`config.mk`:
```
export PLATFORM = sky130hd
export DESIGN_NAME = dbd_sqrt
export DESIGN_NICKNAME = d
export VERILOG_FILES = /design/src/sv/dbd_pkg.sv /design/src/sv/dbd_sqrt.sv
export SDC_FILE = /design/constraint.sdc
export NUM_CORES = 1
export LEC_CHECK = 0
export ABC_AREA = 1
export BUFFER_PORTS_ARGS = -buffer_cell sky130_fd_sc_hd__buf_4
export CAP_MARGIN = 20
export CORE_MARGIN = 2
export CORE_UTILIZATION = 54
export DETAILED_ROUTE_END_ITERATION = 12
export GPL_TIMING_DRIVEN = 0
export PLACE_DENSITY = 0.72
export SLEW_MARGIN = 40
export SYNTH_ARGS = -nofsm -noshare
export SYNTH_HDL_FRONTEND = slang
export SYNTH_SLANG_ARGS = --single-unit
```
`constraint.sdc`:
```
create_clock -name clk -period 15.8 [get_ports clk]
set_clock_uncertainty 0.15 [all_clocks]
set_input_delay 3.16 -clock clk [delete_from_list [all_inputs] [get_ports clk]]
set_output_delay 3.16 -clock clk [all_outputs]
set_load 0.02 [all_outputs]
```
`src/sv/dbd_pkg.sv`:
```
// Shared types, register indexes and helpers for the dimer Brownian step core.
`default_nettype none
package dbd_pkg;

  // divider: widest magnitude numerator, narrow (coordinate) numerator, counter width
  localparam int DIV_NW = 62;
  localparam int DIV_NN = 34;
  localparam int DIV_CW = 6;

  // root unit: first bit pair of the 64-bit radicand
  localparam int SQRT_TOP = 62;

  localparam logic [2:0] REG_BOX_X       = 3'd0;
  localparam logic [2:0] REG_BOX_Y       = 3'd1;
  localparam logic [2:0] REG_BOX_Z       = 3'd2;
  localparam logic [2:0] REG_WELL_HEIGHT = 3'd3;
  localparam logic [2:0] REG_REST_LENGTH = 3'd4;
  localparam logic [2:0] REG_WELL_WIDTH  = 3'd5;
  localparam logic [2:0] REG_DRIFT_SCALE = 3'd6;
  localparam logic [2:0] REG_NOISE_SCALE = 3'd7;

  localparam logic [30:0] RST_BOX    = 31'd655360;
  localparam logic [30:0] RST_HEIGHT = 31'd65536;
  localparam logic [30:0] RST_REST   = 31'd65536;
  localparam logic [30:0] RST_WIDTH  = 31'd32768;
  localparam logic [30:0] RST_DRIFT  = 31'd655;
  localparam logic [30:0] RST_NOISE  = 31'd9268;

  localparam logic [1:0] REQ_STEP = 2'd0;
  localparam logic [1:0] REQ_BIAS = 2'd1;
  localparam logic [1:0] REQ_LOAD = 2'd2;

  typedef enum logic [4:0] {
    ST_IDLE, ST_DIV_WAIT, ST_BOND_GO, ST_BOND_SQ, ST_BOND_ACC, ST_SQRT_GO,
    ST_SQRT_WAIT, ST_F0_GO, ST_F0_SQ, ST_F1, ST_S_MUL1, ST_S_MUL2, ST_S_DIV,
    ST_S_STORE, ST_FORCE_MUL, ST_FORCE_GO, ST_FORCE_ST, ST_UPD_D, ST_UPD_N0,
    ST_UPD_N1, ST_UPD_W0, ST_UPD_W1, ST_UPD_W2, ST_BIAS_MUL, ST_BIAS_GO,
    ST_BIAS_ST, ST_E_MUL, ST_E_MUL2, ST_E_FIN, ST_PUSH
  } state_t;

  typedef struct packed {
    logic start;
    logic wide;
  } div_req_t;

  function automatic logic signed [31:0] sat32(input logic signed [63:0] v);
    if (v > 64'sd2147483647) begin
      sat32 = 32'sh7fffffff;
    end else if (v < -64'sd2147483648) begin
      sat32 = 32'sh80000000;
    end else begin
      sat32 = v[31:0];
    end
  endfunction

endpackage
`default_nettype wire

```
`src/sv/dbd_sqrt.sv`:
```
// Bit-pair integer square root, one result bit per cycle.
`default_nettype none
module dbd_sqrt import dbd_pkg::*; (
  input  wire logic        clk,
  input  wire logic        rst_n,
  input  wire logic        start,
  input  wire logic [63:0] n,
  output logic             done,
  output logic [31:0]      root
);

  logic        busy_r, done_r;
  logic [63:0] n_r, res_r, bit_r;
  logic [63:0] trial;
  logic        ge;

  assign trial = res_r + bit_r;
  assign ge    = n_r >= trial;

  always_ff @(posedge clk) begin
    if (!rst_n) begin
      busy_r <= 1'b0;
      done_r <= 1'b0;
    end else begin
      done_r <= 1'b0;
      if (start) begin
        busy_r <= 1'b1;
      end else if (busy_r && bit_r[0]) begin
        busy_r <= 1'b0;
        done_r <= 1'b1;
      end
    end
  end

  always_ff @(posedge clk) begin
    if (start) begin
      n_r   <= n;
      res_r <= '0;
      bit_r <= 64'd1 << SQRT_TOP;
    end else if (busy_r) begin
      if (ge) begin
        n_r   <= n_r - trial;
        res_r <= (res_r >> 1) + bit_r;
      end else begin
        res_r <= res_r >> 1;
      end
      bit_r <= bit_r >> 2;
    end
  end

  assign done = done_r;
  assign root = res_r[31:0];

endmodule
`default_nettype wire

```
## Word-level counts from Yosys, hierarchy flattened

Index checks and enable logic that the tools add are counted.

- Add/subtract/negate cells: 3
- $lt $le $gt $ge: 1
- Mux-type cells: 7
- Bitwise operators: 1
- Reductions and logical operators: 6

Operator list:

| cell | number |
|---|---|
| 64-bit 2-to-1 mux | 4 |
| 63-bit by 63-bit adder with 64-bit output | 1 |
| 64-bit by 63-bit adder with 64-bit output | 1 |
| 64-bit >= comparator | 1 |
| 64-bit subtractor | 1 |
| 2-bit nonzero test | 3 |
| 1-bit 2-to-1 mux | 3 |
| 2-bit AND reduction | 1 |
| 2-bit OR reduction | 1 |
| 1-bit logical AND | 1 |
| 1-bit inverter | 1 |

- Register bits: 162
- Input bits: 67
- Word-level logic and storage cells: 23

## Logic depth before layout (Yosys ltp)

- Depth after elaboration: 5
- Gate-level depth with buffers: 31

## Worst setup path after synthesis

Ideal clock, no wire load.

- Path type: input-to-reg
- Start: input port start
- End: register n_r[0] (enable)
- Library setup time: 0.690 ns
- Arrival time: 4.636 ns
- Slack: 10.324 ns
- Stages on the path: 3
- Path buffers: 1
- Cells stage by stage: inv_2 buf_1 nand2_1

- Word-level cells in the longest chain between the ends: 2

RTL lines:

| what | line | source |
|---|---|---|
| from (decl) | dbd_sqrt.sv:6 | `input wire logic start,` |
| 2-bit nonzero test (no source line) | - |  |
| 2-bit AND reduction (no source line) (*) | - |  |
| to (signal assigned) | dbd_sqrt.sv:37 | `n_r <= n;` |
| to (signal assigned) | dbd_sqrt.sv:42 | `n_r <= n_r - trial;` |
| to (decl) | dbd_sqrt.sv:13 | `logic [63:0] n_r, res_r, bit_r;` |

Mark *: on every way between the ends. The rest lies on a longest branch, timed or not.
A chain may end at the register's enable or synchronous reset.

## Worst setup path in the final report

- Start: register bit_r[10]
- End: register n_r[39] (enable)

- Word-level cells in the longest chain between the ends: 4

RTL lines:

| what | line | source |
|---|---|---|
| from (decl) | dbd_sqrt.sv:13 |  |
| from (signal assigned) | dbd_sqrt.sv:39 | `bit_r <= 64'd1 << SQRT_TOP;` |
| from (signal assigned) | dbd_sqrt.sv:47 | `bit_r <= bit_r >> 2;` |
| 64-bit by 63-bit adder with 64-bit output | dbd_sqrt.sv:17 | `assign trial = res_r + bit_r;` |
| 64-bit >= comparator | dbd_sqrt.sv:18 | `assign ge = n_r >= trial;` |
| 2-bit nonzero test (no source line) | - |  |
| 2-bit AND reduction (no source line) | - |  |

Every way passes these cells.

==> qor.csv <==
metric,value,unit
status,"finished, final reports clean",
synthTopCellsByArea,"nand2_1, dfxtp_1, edfxtp_1, inv_1, ha_1",
cts_tree,yes,
cp_slowest_cell,ha_1,
cellLeakagePower,10.3,nW
grt_pass1_vias,23400,
clk_path_buf_depth,2,
post-cts-setup-buffers,0,
p_per_area,172,nW/um^2
synth_flop_cell,dfxtp_1,
port_buffers,99,
gr-total-overflow,0,
synth-edff-count,64,
yosysTopAreaCell,nand2_1,
synthArstFlopShare,0,%
finalHoldViolations,0,
via_count,24600,
drive_gt1_share,7.19,%
dieWidth,197,um
critPathLaunchType,flop,
ant_nets,0,
die_h,197,um
ir_drop,104,uV
synth_seq_cells,162,
antenna_found_initial,1,
yosysWarningCount,0,
worstMarginPinSlew,0.919,ns
synth_cell_types,47,
rsz0062_at_grt,no,
whs,0.373,ns
clock.fmax,0.165,GHz
slew_headroom,38.7,%
netlist_instances,3569,
grt_pass1_wl,128,mm
utilization,60.3,%
layout.cells.non_filler,4170,
crit_fanout,24,
yosysSeqAreaShare,19.3,%
insertion_delay,0.47,ns
ff_latch_area,3880,sq um
grt_usage,43.7,%
core,36600,sq um
drc,0,
post_drt_wl_per_cell,20.3,um
row_count,70,
tns,0,ns
required,15.82,ns
crit_top_cell,nand2_1,
vias_per_cell,5.90,
hpwl,69.6,mm
cts_root_buffer,clkbuf_16,
first_pass_iters,6,
routed_wl,84.8,mm
dpl.cell_count,4138,
clkTransAtPathRegs,0.08,ns
fin_nets,3887,
fin_crit,6.06,ns
endpoint_kind,flop,
globalplace.congestion,1.09,
numCtsBuffers,17,
drt_iter0_markers,2936,
hold_buffers,0,
min_period_over_period,38.4,%
cts.sinks,162,
cts_resized,0,
die_area,38800,sq um
syn2layout_area_growth,9.89,%
nFillCells,3706,
maxSlewViolCount,0,
slowest_delay,0.41,ns
hold_class,flop to flop,
post-synth-top-count-cell,nand2_1,
path_class,flop to flop,
p_total,3.80,mW
synthTopCellsByCount,"nand2_1, inv_1, nor2_1, nand3_1, a21oi_1",
antenna-diode-count,0,
crit_chain,ha_1 > nand2_1 > o21ai_0 > nand2_1 > nand3_1 > nand2_1 > o211ai_1 > nand2_1 > nand2_1 > nand3b_1 > nand3b_1 > nand2_1 > ha_1 > nand2_1 > nor3_1 > nand2_1 > nor3_2 > nand2_2 > nand2_2 > nand2_2 > buf_2 > nand2_4 > buf_12 > buf_12,
synth_nets,3767,
yosys.area.top_type_share,22.7,%
syn_avg_cell_area,5.63,sq um
synth_area,20100,sq um
start_util,54.9,%
h-tree-depth,4,
cp.arrival,6.08,ns
cap_violations,0,
grt_max_degree,25,
setup_viol,0,
multi_input_area,13700,sq um
pin_count,100,
## critical path, delay by kind of cell, from the launching register on
family | cells | cell delay [ns]
flip-flops | 1 | 0.39
AO/OA/AOI/OAI | 2 | 0.63
buffers and inverters | 3 | 0.72
adder cells (fa/ha/maj) | 2 | 0.80
AND/OR/NAND/NOR | 17 | 3.01
## registers in the layout (all words and copies together) (netlist names)
| register | flops |
|---|---|
| n_r | 64 |
| res_r | 64 |
| bit_r | 32 |
| busy_r | 1 |
| done | 1 |
## worst paths after layout
check / startpoint / cells after the start / end / slack [ns]
max: bit_r[10]$_SDFFE_PP0P_ / 24 / n_r[39]$_DFFE_PP_ / 9.74
min: res_r[0]$_SDFFE_PP0P_ / 2 / res_r[0]$_SDFFE_PP0P_ / 0.37
max reg2reg: bit_r[10]$_SDFFE_PP0P_ / 24 / n_r[39]$_DFFE_PP_ / 9.74
min reg2reg: res_r[0]$_SDFFE_PP0P_ / 2 / res_r[0]$_SDFFE_PP0P_ / 0.37
## per-stage QoR
step                cell area (sq um)  setup slack [ns]
floorplan                       20100             10.32
global placement                21400              8.30
detailed placement              21500             10.04
CTS                             22100             10.02
global route                    22100              9.55
finish                          22100              9.74
## cell type report
type / instances / area share (%)
inverters: 493 / 8.38
multi-input cells: 2795 / 62.1
repair buffers: 101 / 3.55
clock buffers: 17 / 1.93
flip-flops and latches: 162 / 17.6
clock inverters: 15 / 0.827
plain buffers: 119 / 3.00
well taps: 468 / 2.65
## layout by cell type (no fill, tap or decap), drive strengths merged
cell type  netlist  layout
a21o            15      15
a21oi          221     221
dfxtp           98      98
nor4             9       9
o21a             5       5
nand2         1222    1222
a31oi           11      11
o21bai          24      24
nand3b          29      29
buf             80     181
nand3          306     306
a21boi           2       2
fa               1       1
o221ai           1       1
nor3            35      35
nor2           440     440
ha             130     130
clkinv           1       7
nand4           29      29
xnor2           48      48
a211oi           5       5
or2             15      15
o311ai           1       1
a31o             1       1
clkinvlp         0       1
o211ai           4       4
o21ai          182     182
and3             1       1
o31ai            1       1
edfxtp          64      64
a22oi            1       1
clkbuf          39      56
a221oi           2       2
inv            492     500
xor2            50      50
and2             4       4
## layer usage
| metal | GRT usage [%] | vias up | routed length, um |
|---|---|---|---|
| met5 | 0 | - | 0 |
| met4 | 31.7 | 0 | 7150 |
| met3 | 6.81 | 350 | 8210 |
| met2 | 73.1 | 1565 | 38300 |
| met1 | 50.9 | 11100 | 31200 |
| li1 | - | 11600 | - |
## power breakdown
part | switching, mW | leakage (nW) | total, mW | internal, mW
logic | 1.74 | 8.57 | 2.62 | 0.883
clock network | 0.232 | 0.294 | 0.448 | 0.216
registers | 0.129 | 1.44 | 0.729 | 0.600
## kinds of logic after synthesis
| logic type | count (synthesis) | share of synthesized area, % |
|---|---|---|
| and+or+nand+nor | 2090 | 42.8 |
| buffers and inverters | 612 | 12.5 |
| AOI/OAI and AO/OA | 476 | 12.9 |
| DFF | 162 | 19.3 |
| adders and majority gates | 131 | 8.19 |
| xor gates and xnor gates | 98 | 4.27 |
Note: power is estimated with default switching activity, not from simulation.
