<file path="src/sv/dbd_pkg.sv">
// Shared types, register indexes and helpers for the dimer Brownian step core.
`default_nettype none
package dbd_pkg;

  // divider: widest magnitude numerator, narrow (coordinate) numerator, counter width
  localparam int DIV_NW = 62;
  localparam int DIV_NN = 34;
  localparam int DIV_CW = 6;

  // root unit: first bit pair of the 64-bit radicand
  localparam int SQRT_TOP = 62;

  localparam logic [2:0] REG_BOX_X       = 3'd0;
  localparam logic [2:0] REG_BOX_Y       = 3'd1;
  localparam logic [2:0] REG_BOX_Z       = 3'd2;
  localparam logic [2:0] REG_WELL_HEIGHT = 3'd3;
  localparam logic [2:0] REG_REST_LENGTH = 3'd4;
  localparam logic [2:0] REG_WELL_WIDTH  = 3'd5;
  localparam logic [2:0] REG_DRIFT_SCALE = 3'd6;
  localparam logic [2:0] REG_NOISE_SCALE = 3'd7;

  localparam logic [30:0] RST_BOX    = 31'd655360;
  localparam logic [30:0] RST_HEIGHT = 31'd65536;
  localparam logic [30:0] RST_REST   = 31'd65536;
  localparam logic [30:0] RST_WIDTH  = 31'd32768;
  localparam logic [30:0] RST_DRIFT  = 31'd655;
  localparam logic [30:0] RST_NOISE  = 31'd9268;

  localparam logic [1:0] REQ_STEP = 2'd0;
  localparam logic [1:0] REQ_BIAS = 2'd1;
  localparam logic [1:0] REQ_LOAD = 2'd2;

  typedef enum logic [4:0] {
    ST_IDLE, ST_DIV_WAIT, ST_BOND_GO, ST_BOND_SQ, ST_BOND_ACC, ST_SQRT_GO,
    ST_SQRT_WAIT, ST_F0_GO, ST_F0_SQ, ST_F1, ST_S_MUL1, ST_S_MUL2, ST_S_DIV,
    ST_S_STORE, ST_FORCE_MUL, ST_FORCE_GO, ST_FORCE_ST, ST_UPD_D, ST_UPD_N0,
    ST_UPD_N1, ST_UPD_W0, ST_UPD_W1, ST_UPD_W2, ST_BIAS_MUL, ST_BIAS_GO,
    ST_BIAS_ST, ST_E_MUL, ST_E_MUL2, ST_E_FIN, ST_PUSH
  } state_t;

  typedef struct packed {
    logic start;
    logic wide;
  } div_req_t;

  function automatic logic signed [31:0] sat32(input logic signed [63:0] v);
    if (v > 64'sd2147483647) begin
      sat32 = 32'sh7fffffff;
    end else if (v < -64'sd2147483648) begin
      sat32 = 32'sh80000000;
    end else begin
      sat32 = v[31:0];
    end
  endfunction

endpackage
`default_nettype wire

</file>
<file path="src/sv/dbd_div.sv">
// Bit-serial signed divider with round-half-away quotient and wrap remainder.
`default_nettype none
module dbd_div import dbd_pkg::*; (
  input  wire logic               clk,
  input  wire logic               rst_n,
  input  wire div_req_t           req,
  input  wire logic signed [63:0] num,
  input  wire logic [30:0]        den,
  output logic                    done,
  output logic signed [31:0]      quo,
  output logic signed [31:0]      wrp
);

  logic              busy_r, done_r, neg_r;
  logic [DIV_CW-1:0] cnt_r;
  logic [DIV_NW-1:0] num_r, q_r;
  logic [31:0]       rem_r;
  logic [30:0]       den_r;

  logic [63:0]        mag;
  logic [31:0]        rem_sh, rem_sub;
  logic               ge, rup;
  logic [63:0]        qmag;
  logic signed [63:0] qs;
  logic signed [31:0] dm;

  assign mag     = num[63] ? (~num + 64'd1) : num;
  assign rem_sh  = {rem_r[30:0], num_r[DIV_NW-1]};
  assign ge      = rem_sh >= {1'b0, den_r};
  assign rem_sub = rem_sh - {1'b0, den_r};

  always_ff @(posedge clk) begin
    if (!rst_n) begin
      busy_r <= 1'b0;
      done_r <= 1'b0;
      cnt_r  <= '0;
    end else begin
      done_r <= 1'b0;
      if (req.start) begin
        busy_r <= 1'b1;
        cnt_r  <= req.wide ? DIV_CW'(DIV_NW) : DIV_CW'(DIV_NN);
      end else if (busy_r) begin
        cnt_r <= cnt_r - DIV_CW'(1);
        if (cnt_r == DIV_CW'(1)) begin
          busy_r <= 1'b0;
          done_r <= 1'b1;
        end
      end
    end
  end

  always_ff @(posedge clk) begin
    if (req.start) begin
      neg_r <= num[63];
      den_r <= (den == 31'd0) ? 31'd1 : den;
      num_r <= req.wide ? mag[DIV_NW-1:0] : {mag[DIV_NN-1:0], {(DIV_NW-DIV_NN){1'b0}}};
      q_r   <= '0;
      rem_r <= '0;
    end else if (busy_r) begin
      rem_r <= ge ? rem_sub : rem_sh;
      q_r   <= {q_r[DIV_NW-2:0], ge};
      num_r <= {num_r[DIV_NW-2:0], 1'b0};
    end
  end

  // round half away: bump when twice the remainder reaches the divisor
  assign rup  = {rem_r[30:0], 1'b0} >= {1'b0, den_r};
  assign qmag = {{(64-DIV_NW){1'b0}}, q_r} + {63'd0, rup};
  assign qs   = neg_r ? -$signed(qmag) : $signed(qmag);
  assign dm   = rup ? ($signed({1'b0, rem_r[30:0]}) - $signed({1'b0, den_r}))
                    : $signed({1'b0, rem_r[30:0]});

  assign done = done_r;
  assign quo  = sat32(qs);
  assign wrp  = neg_r ? -dm : dm;

endmodule
`default_nettype wire

</file>
<file path="config.mk">
export PLATFORM = sky130hd
export DESIGN_NAME = dbd_div
export DESIGN_NICKNAME = d
export VERILOG_FILES = /design/src/sv/dbd_pkg.sv /design/src/sv/dbd_div.sv
export SDC_FILE = /design/constraint.sdc
export NUM_CORES = 1
export LEC_CHECK = 0
export BUFFER_PORTS_ARGS = -buffer_cell sky130_fd_sc_hd__buf_2
export CAP_MARGIN = 20
export CELL_PAD_IN_SITES_DETAIL_PLACEMENT = 1
export CELL_PAD_IN_SITES_GLOBAL_PLACEMENT = 2
export CORE_ASPECT_RATIO = 1.75
export CORE_MARGIN = 8
export CORE_UTILIZATION = 40
export DETAILED_ROUTE_END_ITERATION = 6
export GPL_TIMING_DRIVEN = 0
export HOLD_SLACK_MARGIN = 0.02
export PLACE_DENSITY_LB_ADDON = 0.1
export RECOVER_POWER = 25
export REMOVE_ABC_BUFFERS = 1
export SLEW_MARGIN = 20
export SYNTH_ARGS = -nofsm -noshare
export SYNTH_HDL_FRONTEND = slang
export SYNTH_SLANG_ARGS = --single-unit
</file>
<file path="constraint.sdc">
create_clock -name clk -period 15.57 [get_ports clk]
set_input_delay 2.3355 -clock clk [delete_from_list [all_inputs] [get_ports clk]]
set_output_delay 2.3355 -clock clk [all_outputs]
set_load 0.05 [all_outputs]
</file>
Yosys cells after proc, flatten, opt, wreduce, memory -nomap -nowiden --
Cells that the tools add are included.
Word-level totals: bits in registers 195, bits of input ports 99, logic and storage cells 43
Cells by class: magnitude comparators 4, muxes and demuxes 17, reductions and logical operators 3, add/subtract/negate cells 7, bitwise gates (word level) 3, equal/unequal tests 1
Operators with widths (count):
- two-way mux 62 bit | 4
- two-way mux 32 bit | 4
- >= comparator 32 x 31 -> 1 bit | 2
- > comparator 64 x 32 -> 1 bit, second input constant | 1
- less-than comparator 64 x 32 -> 1 bit, second input constant | 1
- two-way mux 64 bit | 1
- negation 63 -> 64 bit | 1
- adder 62 x 1 -> 63 bit | 1
- adder 62 x 1 -> 62 bit, second input constant | 1
- NOT 62 bit | 1
- negation 32 bit | 1
- subtractor 31 x 31 -> 32 bit | 1
- zero test 31 bit | 1
- two-way mux 31 bit | 1
- subtractor 31 bit | 1
- two-way mux 6 bit | 2
- == test 6 x 1 -> 1 bit, second input constant | 1
- subtractor 6 x 1 -> 6 bit, second input constant | 1
- two-way mux 5 bit | 1
- two-way mux 1 bit | 4
- OR reduction 3 bit | 1
- NOT 1 bit | 2
- nonzero test 2 bit | 1

Longest topological paths before layout --
Gate-level depths: netlist of the first run.
depth in word-level cells 7, mapped depth 32

Least setup slack after synthesis of the first run --
No wires, ideal clock.
path type register -> output, start reg den_r[17], end out quo[12], cell stages (with the launch flop) 31, path buffers 7, slack 5.156 ns, required time 13.235 ns, arrival 8.079 ns, path through edfxtp_1 -> inv_1 -> ha_1 -> a21oi_1 -> o21ai_0 -> a221oi_1 -> or2_2 -> o21ai_0 -> nor2_1 -> inv_1 -> clkbuf_1 -> clkbuf_1 -> buf_1 -> ha_1 -> ha_1 -> buf_2 -> nand3_2 -> nor4_2 -> mux2i_1 -> a31oi_1 -> or4b_1 -> buf_2 -> or4_4 -> buf_6 -> or3_4 -> o41ai_2 -> xor2_1 -> nand4_1 -> o31ai_4 -> buf_6 -> o211ai_1
Between the ends: cells in the longest elaborated chain, start to end 7, elaborated cells between the ends (all ways) 8, classes of those cells 2 x add/sub; 3 x order compare; 3 x mux
Ends and longest elaborated chain:
- start, declared | line dbd_div.sv:18 | logic [30:0] den_r;
- start signal, assigned | line dbd_div.sv:55 | den_r <= (den == 31'd0) ? 31'd1 : den;
- >= comparator 32 x 31 -> 1 bit * | line dbd_div.sv:67 | assign rup = {rem_r[30:0], 1'b0} >= {1'b0, den_r};
- adder 62 x 1 -> 63 bit * | line dbd_div.sv:68 | assign qmag = {{(64-DIV_NW){1'b0}}, q_r} + {63'd0, rup};
- negation 63 -> 64 bit | line dbd_div.sv:69 | assign qs = neg_r ? -$signed(qmag) : $signed(qmag);
- two-way mux 64 bit * | line dbd_div.sv:69
- less-than comparator 64 x 32 -> 1 bit | line dbd_pkg.sv:49 | end else if (v < -64'sd2147483648) begin
- two-way mux 32 bit | line dbd_pkg.sv:49
- two-way mux 32 bit * | line dbd_pkg.sv:47 | if (v > 64'sd2147483647) begin
- end, declared | line dbd_div.sv:10 | output logic signed [31:0] quo,
Every way passes the cells marked *; elsewhere a longest branch is shown, timed or not.

Worst setup path in the final report of the first run --
start reg den_r[17], end out quo[20]
Same word-level chain as after synthesis.

==> results of run 1 <==
## cells in the final DEF (no fill, tap or decap), drive strengths merged, types with 13 or more instances in the layout
master,count
xor2,105
and2,13
a211oi,38
a22o,17
nor2,187
o211ai,28
clkbuf,38
or2,20
o21a,15
a21o,48
and3,35
nand3,81
nor2b,14
inv,85
nand2,200
ha,69
a31oi,16
nand4b,23
a311oi,20
xnor2,144
and4,18
nand4,63
or3,37
o21bai,15
mux2i,83
or4,26
a21oi,90
nor4,52
nand2b,23
buf,163
nor3,60
edfxtp,94
o31ai,39
o41ai,20
o21ai,105
dfxtp,101
## worst max-delay path, delay by kind of cell, from the launching register on
kind	cells	cell delay (ns)
buf+inv	7	1.54
flops	1	0.35
xor+xnor	1	0.52
compound gates	7	1.98
simple gates	10	4.56
fa+ha+maj	3	1.18
## cell families after synthesis
group / after synthesis
fa+ha+maj: 71
buf+inv: 248
compound gates: 542
simple gates: 870
mux: 88
flops: 195
xor+xnor: 249
## area by class of cell
type	count	area, um2
clock buffer	17	425
clock inverter	15	228
fill	5487	25000
inverter	75	284
multi-input combinational	1820	12400
sequential	195	4850
tap	577	722
timing repair buffer	184	1120
## through the flow
step / instance area, um2 / std cells / hold slack (ns) / util (%) / setup WS, ns
4_1_cts: 20000 / 2882 / 0.541 / 44.6 / 2.66
3_3_place_gp: 19000 / 2829 / 0.504 / 42.1 / -1.46
2_1_floorplan: 17400 / 2090 / 0.462 / - / 3.39
6_report: 20000 / 2883 / 0.536 / 44.5 / 2.56
3_5_place_dp: 19400 / 2850 / 0.513 / 43.1 / 3.24
5_1_grt: 20000 / 2883 / 0.549 / 44.5 / 2.01
## worst max-delay path by stage
stage,end,slack (ns),depth (start not counted)
after global routing,quo[8],2.01,28
after CTS,quo[12],2.66,28
after detailed placement,quo[12],3.24,27
after floorplan,quo[30],3.39,23
final,quo[20],2.56,28
after global placement,quo[25],-1.46,24
## registers in the layout, summed over array words and instances, names as in the netlist
signal,flops
q_r,62
rem_r,31
cnt_r,6
num_r,62
den_r,31
busy_r,1
neg_r,1
done,1
## layer usage
metal  wire (um)  vias to the layer above  GRT usage (%)
met5           0                        -              0
met4        2880                        0           11.3
met3        1580                      120           2.83
met2       34900                      264           46.3
met1       23400                     8503           23.9
li1            -                     8444              -
## power groups by stage
stage | clock network [mW] | registers [mW] | logic (mW)
floorplan | 0 | 0.617 | 0.652
global placement | 0 | 0.632 | 0.882
detailed placement | 0 | 0.620 | 0.924
CTS | 0.506 | 0.609 | 0.926
global route | 0.522 | 0.614 | 0.997
finish | 0.491 | 0.609 | 0.919
## cells in the mapped netlist (35+ instances only)
cell type / count / area, um2
a211oi_1: 37 / 278
mux2i_1: 83 / 831
nor3_1: 60 / 300
nand3_1: 80 / 400
and3_1: 35 / 219
clkbuf_1: 134 / 503
o31ai_1: 37 / 278
edfxtp_1: 94 / 2820
nor4_1: 48 / 300
nand2_1: 200 / 751
a21o_1: 48 / 360
ha_1: 69 / 863
nor2_1: 187 / 702
o21ai_0: 104 / 521
dfxtp_1: 101 / 2020
nand4_1: 62 / 388
a21oi_1: 90 / 450
inv_1: 75 / 282
or3_1: 36 / 225
xnor2_1: 144 / 1260
xor2_1: 105 / 920
==> key figures, run 1 <==
Outcome
  – Status: finished, violations left
  – Failing checks: max-capacitance violations, max-slew violations

Worst setup path
  – Worst-path fanout max: 23
  – R2r endpoint: rem_r[23]$_SDFFE_PP0P_
  – Launch point of the worst path: den_r[17]$_SDFFCE_PN0P_
  – Critical Path AT: between 10 and 15 ns
  – Reg2reg path depth: 14
  – Worst reg-to-reg setup slack: approximately 11 ns
  – Critical R2R Launch: den_r[0]$_SDFFCE_PN1P_
  – Max incr delay on CP: around 0.80 ns
  – CP Launch Type: flop
  – Crit Path Category: reg2out
  – CP endpoint kind: primary output
  – Crit path required time: around 13 ns
  – Worst path slowest cell: or4_1

Worst hold path
  – Hold Startpoint: num_r[54]$_DFFE_PP_
  – Hold depth: 1
  – Worst hold path endpoint: num_r[55]$_DFFE_PP_
  – HP Class: reg2reg

Finish
  – Nets: about 2.5k
  – N_diodes: 0
  – Layout cells sized above 1: roughly 11%
  – Area growth, synth to finish: 10.3%

Global routing
  – Gr ovfl total: 0
  – Initial antenna violation count: 0
  – Tot GR Track Use: 23.7%
  – First-pass GRT wire length: between 100 and 150 mm
  – Vias in the first global route: roughly 18k
  – Largest net degree at the start of global routing: between 90 and 100

Power
  – Maximum VDD drop: around 0.066 mV
  – P per Cell Area: 101 nW/um2
  – Clock share of power: about 24%
  – Internal power: 1.10 mW
  – LEAKAGE: approximately 7.8 nW
  – Psw: about 910 uW
  – Reg power frac: between 30% and 40%
  – Net Sw Frac: a little under half
  – Combinational cell fraction of total power: 45.5%
  – Total Power: between 2 and 2.5 mW

Die
  – Starting Density: 40.3%
  – Core area: roughly 45,000 um2
  – Ports: approximately 160
  – Die ar.: approximately 53,000 um2
  – Die H: 298 um
  – Die extent in x: between 150 and 200 um
  – Rows: just over 100

STA
  – Relative slew slack: -176%
  – Crit path time final: roughly 13 ns
  – Setup TNS Final: 0 ns
  – FMAX: slightly below 0.08 GHz
  – Final Hold Viols: 0
  – Setup violations, final: 0
  – RSZ-0062 raised after global routing: false
  – Clock Skew: around 0.016 ns
  – Worst-margin pin slew: around 4.1 ns
  – Slew Limit Fails: approximately 160
  – Period utilization: 83.5%

Drt
  – Starting DRT DRC Count: between 600 and 700
  – Post-Route WL: roughly 63 mm
  – 1st-pass router iterations: 5
  – Post-DR vias/cell: about 6
  – Via Count: 17.3k
  – Routed len/inst: between 20 and 25 um
  – DR DRC count: 0
  – DRT antenna net count: 0

Job
  – Maxcap violations: 2

CTS
  – CTS hold repair buffers: 0
  – Clk_lat worst skew: ~0.47 ns
  – CTS Buffer Depth: 2
  – Total setup buffers inserted after CTS: 0
  – Clock Sinks: 195
  – Post-cts sizing count: 0
  – Root Driver: clkbuf_16
  – CTS tree: yes
  – Clock transition at path regs: roughly 0.090 ns
  – Cts bufs inserted: 17
  – H-tree lvl count: 4

Synthesis
  – Synth Area in Simple Gates: about a quarter
  – Largest family of logic cells by synthesized area: simple AND/OR/NAND/NOR gates
  – Sequential area share after synthesis: about a quarter
  – Post-Syn Instances: approximately 2.3k
  – Synth Area in Compound Gates: between 20% and 30%
  – Post-synthesis mux area share: under 10%
  – Post-Syn Area: approximately 18,000 um2
  – Ys async rst share: 0%
  – Ys flop type: dfxtp_1
  – Post-synth EDFFs: 94
  – Ys Warns: 0
  – Synthesized area per cell: between 8 and 9 um2
  – XOR/XNOR share of the synthesized area: between 10% and 20%
  – Unique masters post-synth: 84
  – Fraction of the mapped netlist area in adder cells: roughly 5%
  – #FFs+latches synth: 195

Placement
  – I/O Buffers: 162
  – Final HPWL DP: around 50 mm
  – RePlAce Congestion: about 0.87
(Power assumes the default switching activity.)
==> run 2: changes to the inputs <==
--- a/config.mk
+++ b/config.mk
@@ -11,7 +11,7 @@
 export CELL_PAD_IN_SITES_GLOBAL_PLACEMENT = 2
 export CORE_ASPECT_RATIO = 1.75
 export CORE_MARGIN = 8
-export CORE_UTILIZATION = 40
+export CORE_UTILIZATION = 33
 export DETAILED_ROUTE_END_ITERATION = 6
 export GPL_TIMING_DRIVEN = 0
 export HOLD_SLACK_MARGIN = 0.02
==> constraint.sdc (replaced) <==
create_clock -name clk -period 11.1 [get_ports clk]
set_input_delay 1.665 -clock clk [delete_from_list [all_inputs] [get_ports clk]]
set_output_delay 1.665 -clock clk [all_outputs]
set_load 0.05 [all_outputs]
==> run 2 against run 1 <==
The flow still finishes with violations (max-capacitance violations, max-slew violations). Final area increased by 2.0%. Total power rose by 41%. Non-clock buffer count rose by 24. Global-route usage fell by 2.3 points. Sequential power increased by 40%. Clock skew decreased by 0.0029 ns. Worst setup slack lost 2.0 ns. Die area is 20% higher. Clock power is 36% higher. Via count is 1.2% higher. Critical endpoint unchanged. Largest power group unchanged. Highest routed layer is now met5.
==> key figures, run 2 (synthesis results as in run 1) <==
Worst setup path
  – Critical R2R Launch: busy_r$_SDFF_PN0_
  – Launch point of the worst path: den_r[15]$_SDFFCE_PN0P_
  – Critical Path AT: 8.87 ns
  – Crit-path leading delay family: simple AND/OR/NAND/NOR gates
  – Worst-path fanout max: 20
  – CP bufs+invs: 7
  – Crit path required time: ~9.4 ns
  – CP Launch Type: flop
  – Crit Path Category: reg2out
  – CP endpoint kind: primary output
  – Max incr delay on CP: about 0.67 ns
  – Worst path slowest cell: or4b_4

Die
  – Rows: ~110
  – Die H: 326 um
  – Starting Density: roughly a third
  – Core area: about 54,000 um2
  – Die extent in x: just under 200 um
  – Die ar.: approximately 63,000 um2
  – Ports: 164

Finish
  – Commonest non-fill, non-tap cell in the layout: nand2_1
  – Register area: 4840 um2
  – Area growth, synth to finish: 12.5%
  – Commonest non-fill, non-tap cells in the layout: 199 x nand2_1, 184 x nor2_1, 144 x xnor2_1
  – Layout cells sized above 1: between 10% and 20%
  – Multi-input gate area: around 12,000 um2
  – Final core occ: between 30% and 40%
  – Nets: between 2k and 2.5k
  – Final Instance Area: about 20,000 um2
  – Fillers: about 6.6k
  – Largest registers: num_r x62, q_r x62

Placement
  – RePlAce Congestion: between 0.8 and 0.9
  – I/O Buffers: approximately 160
  – Area after DPL: 19,500 um2
  – Place WS: -0.610 ns
  – Final HPWL DP: ~53 mm

CTS
  – Clock Sinks: 195
  – Root Driver: clkbuf_16
  – CTS tree: yes
  – Clock transition at path regs: 0.09 ns
  – CTS Buffer Depth: 2
  – H-tree lvl count: 4
  – Cts bufs inserted: 17
  – Clk_lat worst skew: 0.48 ns

STA
  – FMAX: around 0.095 GHz
  – Setup WS post-layout: 0.563 ns
  – Relative slew slack: -130%
  – Hold_ws: about 0.53 ns
  – Crit path time final: roughly 11 ns
  – Clock Skew: ~0.013 ns
  – RSZ-0062 raised after global routing: false
  – Setup violations, final: 0
  – Slew Limit Fails: roughly 160
  – Period utilization: a little over nine tenths
  – Final Hold Viols: 0
  – Worst-margin pin slew: about 3.4 ns

Job
  – Maxcap violations: 3

Power
  – P per Cell Area: about 140 nW/um2
  – Maximum VDD drop: approximately 0.12 mV
  – Total Power: around 2.8 mW
  – LEAKAGE: between 7 and 8 nW

Drt
  – 1st-pass router iterations: 5
  – DRT antenna net count: 0
  – Routed len/inst: between 20 and 25 um
  – Post-DR vias/cell: 5.81
  – DR DRC count: 0
  – Post-Route WL: between 60 and 70 mm
  – Starting DRT DRC Count: 586
  – Via Count: roughly 18k

Global routing
  – Largest net degree at the start of global routing: 98
  – Initial antenna violation count: 3
  – First-pass GRT wire length: 106 mm
  – Vias in the first global route: roughly 19k
  – Gr ovfl total: 0
  – Tot GR Track Use: a little over a fifth

Outcome
  – Status: finished, violations left
  – Failing checks: max-capacitance violations, max-slew violations

Worst hold path
  – HP Class: reg2reg
  – Hold Startpoint: num_r[54]$_DFFE_PP_
## run 2: area by class of cell
class                      count  share of cell area [%]
antenna                        1                  0.0123
clock buffer                  18                    2.10
clock inverter                14                   0.871
inverter                      75                    1.41
multi-input combinational   1820                    61.2
sequential                   195                    23.8
tap                          690                    4.23
timing repair buffer         208                    6.46
## run 2: what timing repair did
item | in CTS | in global routing
buffers inserted | 23 | 2
endpoints found under the hold margin | 0 | 0
pin swaps | 11 | 2
setup endpoints to repair | 31 | 31
gates resized for setup | 9 | 11
hold buffers | 0 | 0
## run 2: power breakdown
part           total [mW]  internal [mW]  switching (mW)
combinational        1.32          0.427           0.891
sequential          0.854          0.813          0.0413
clock               0.666          0.327           0.339
total                2.84           1.57            1.27
## run 2: layer usage
layer,vias up,track usage [%],part of all wire (%)
met5,-,0,0.061
met4,6,9.33,4.0
met3,110,2.72,2.5
met2,249,42.5,57
met1,8704,21.3,37
li1,8473,-,-
## run 2: final timing paths
path              depth (start not counted)  slack (ns)             endpoint
setup / recovery                         28        0.56              quo[20]
hold / removal                            1        0.53  num_r[55]$_DFFE_PP_
setup reg to reg                          4        5.06  q_r[4]$_SDFFE_PP0P_
hold reg to reg                           1        0.53  num_r[55]$_DFFE_PP_
## run 2: metrics by stage
step | TNS, ns | instances
2_1_floorplan | -11.67 | 2090
3_3_place_gp | -163.48 | 2942
3_5_place_dp | -13.75 | 2962
4_1_cts | 0 | 3017
5_1_grt | 0 | 3020
6_report | 0 | 3021
## run 2: worst register-to-register path, cell delays in order (launching register included)
cell and delay [ns]:
dfxtp_1 1.09, clkbuf_1 1.92, clkbuf_1 2.30, mux2i_1 0.42, nor2_1 0.07
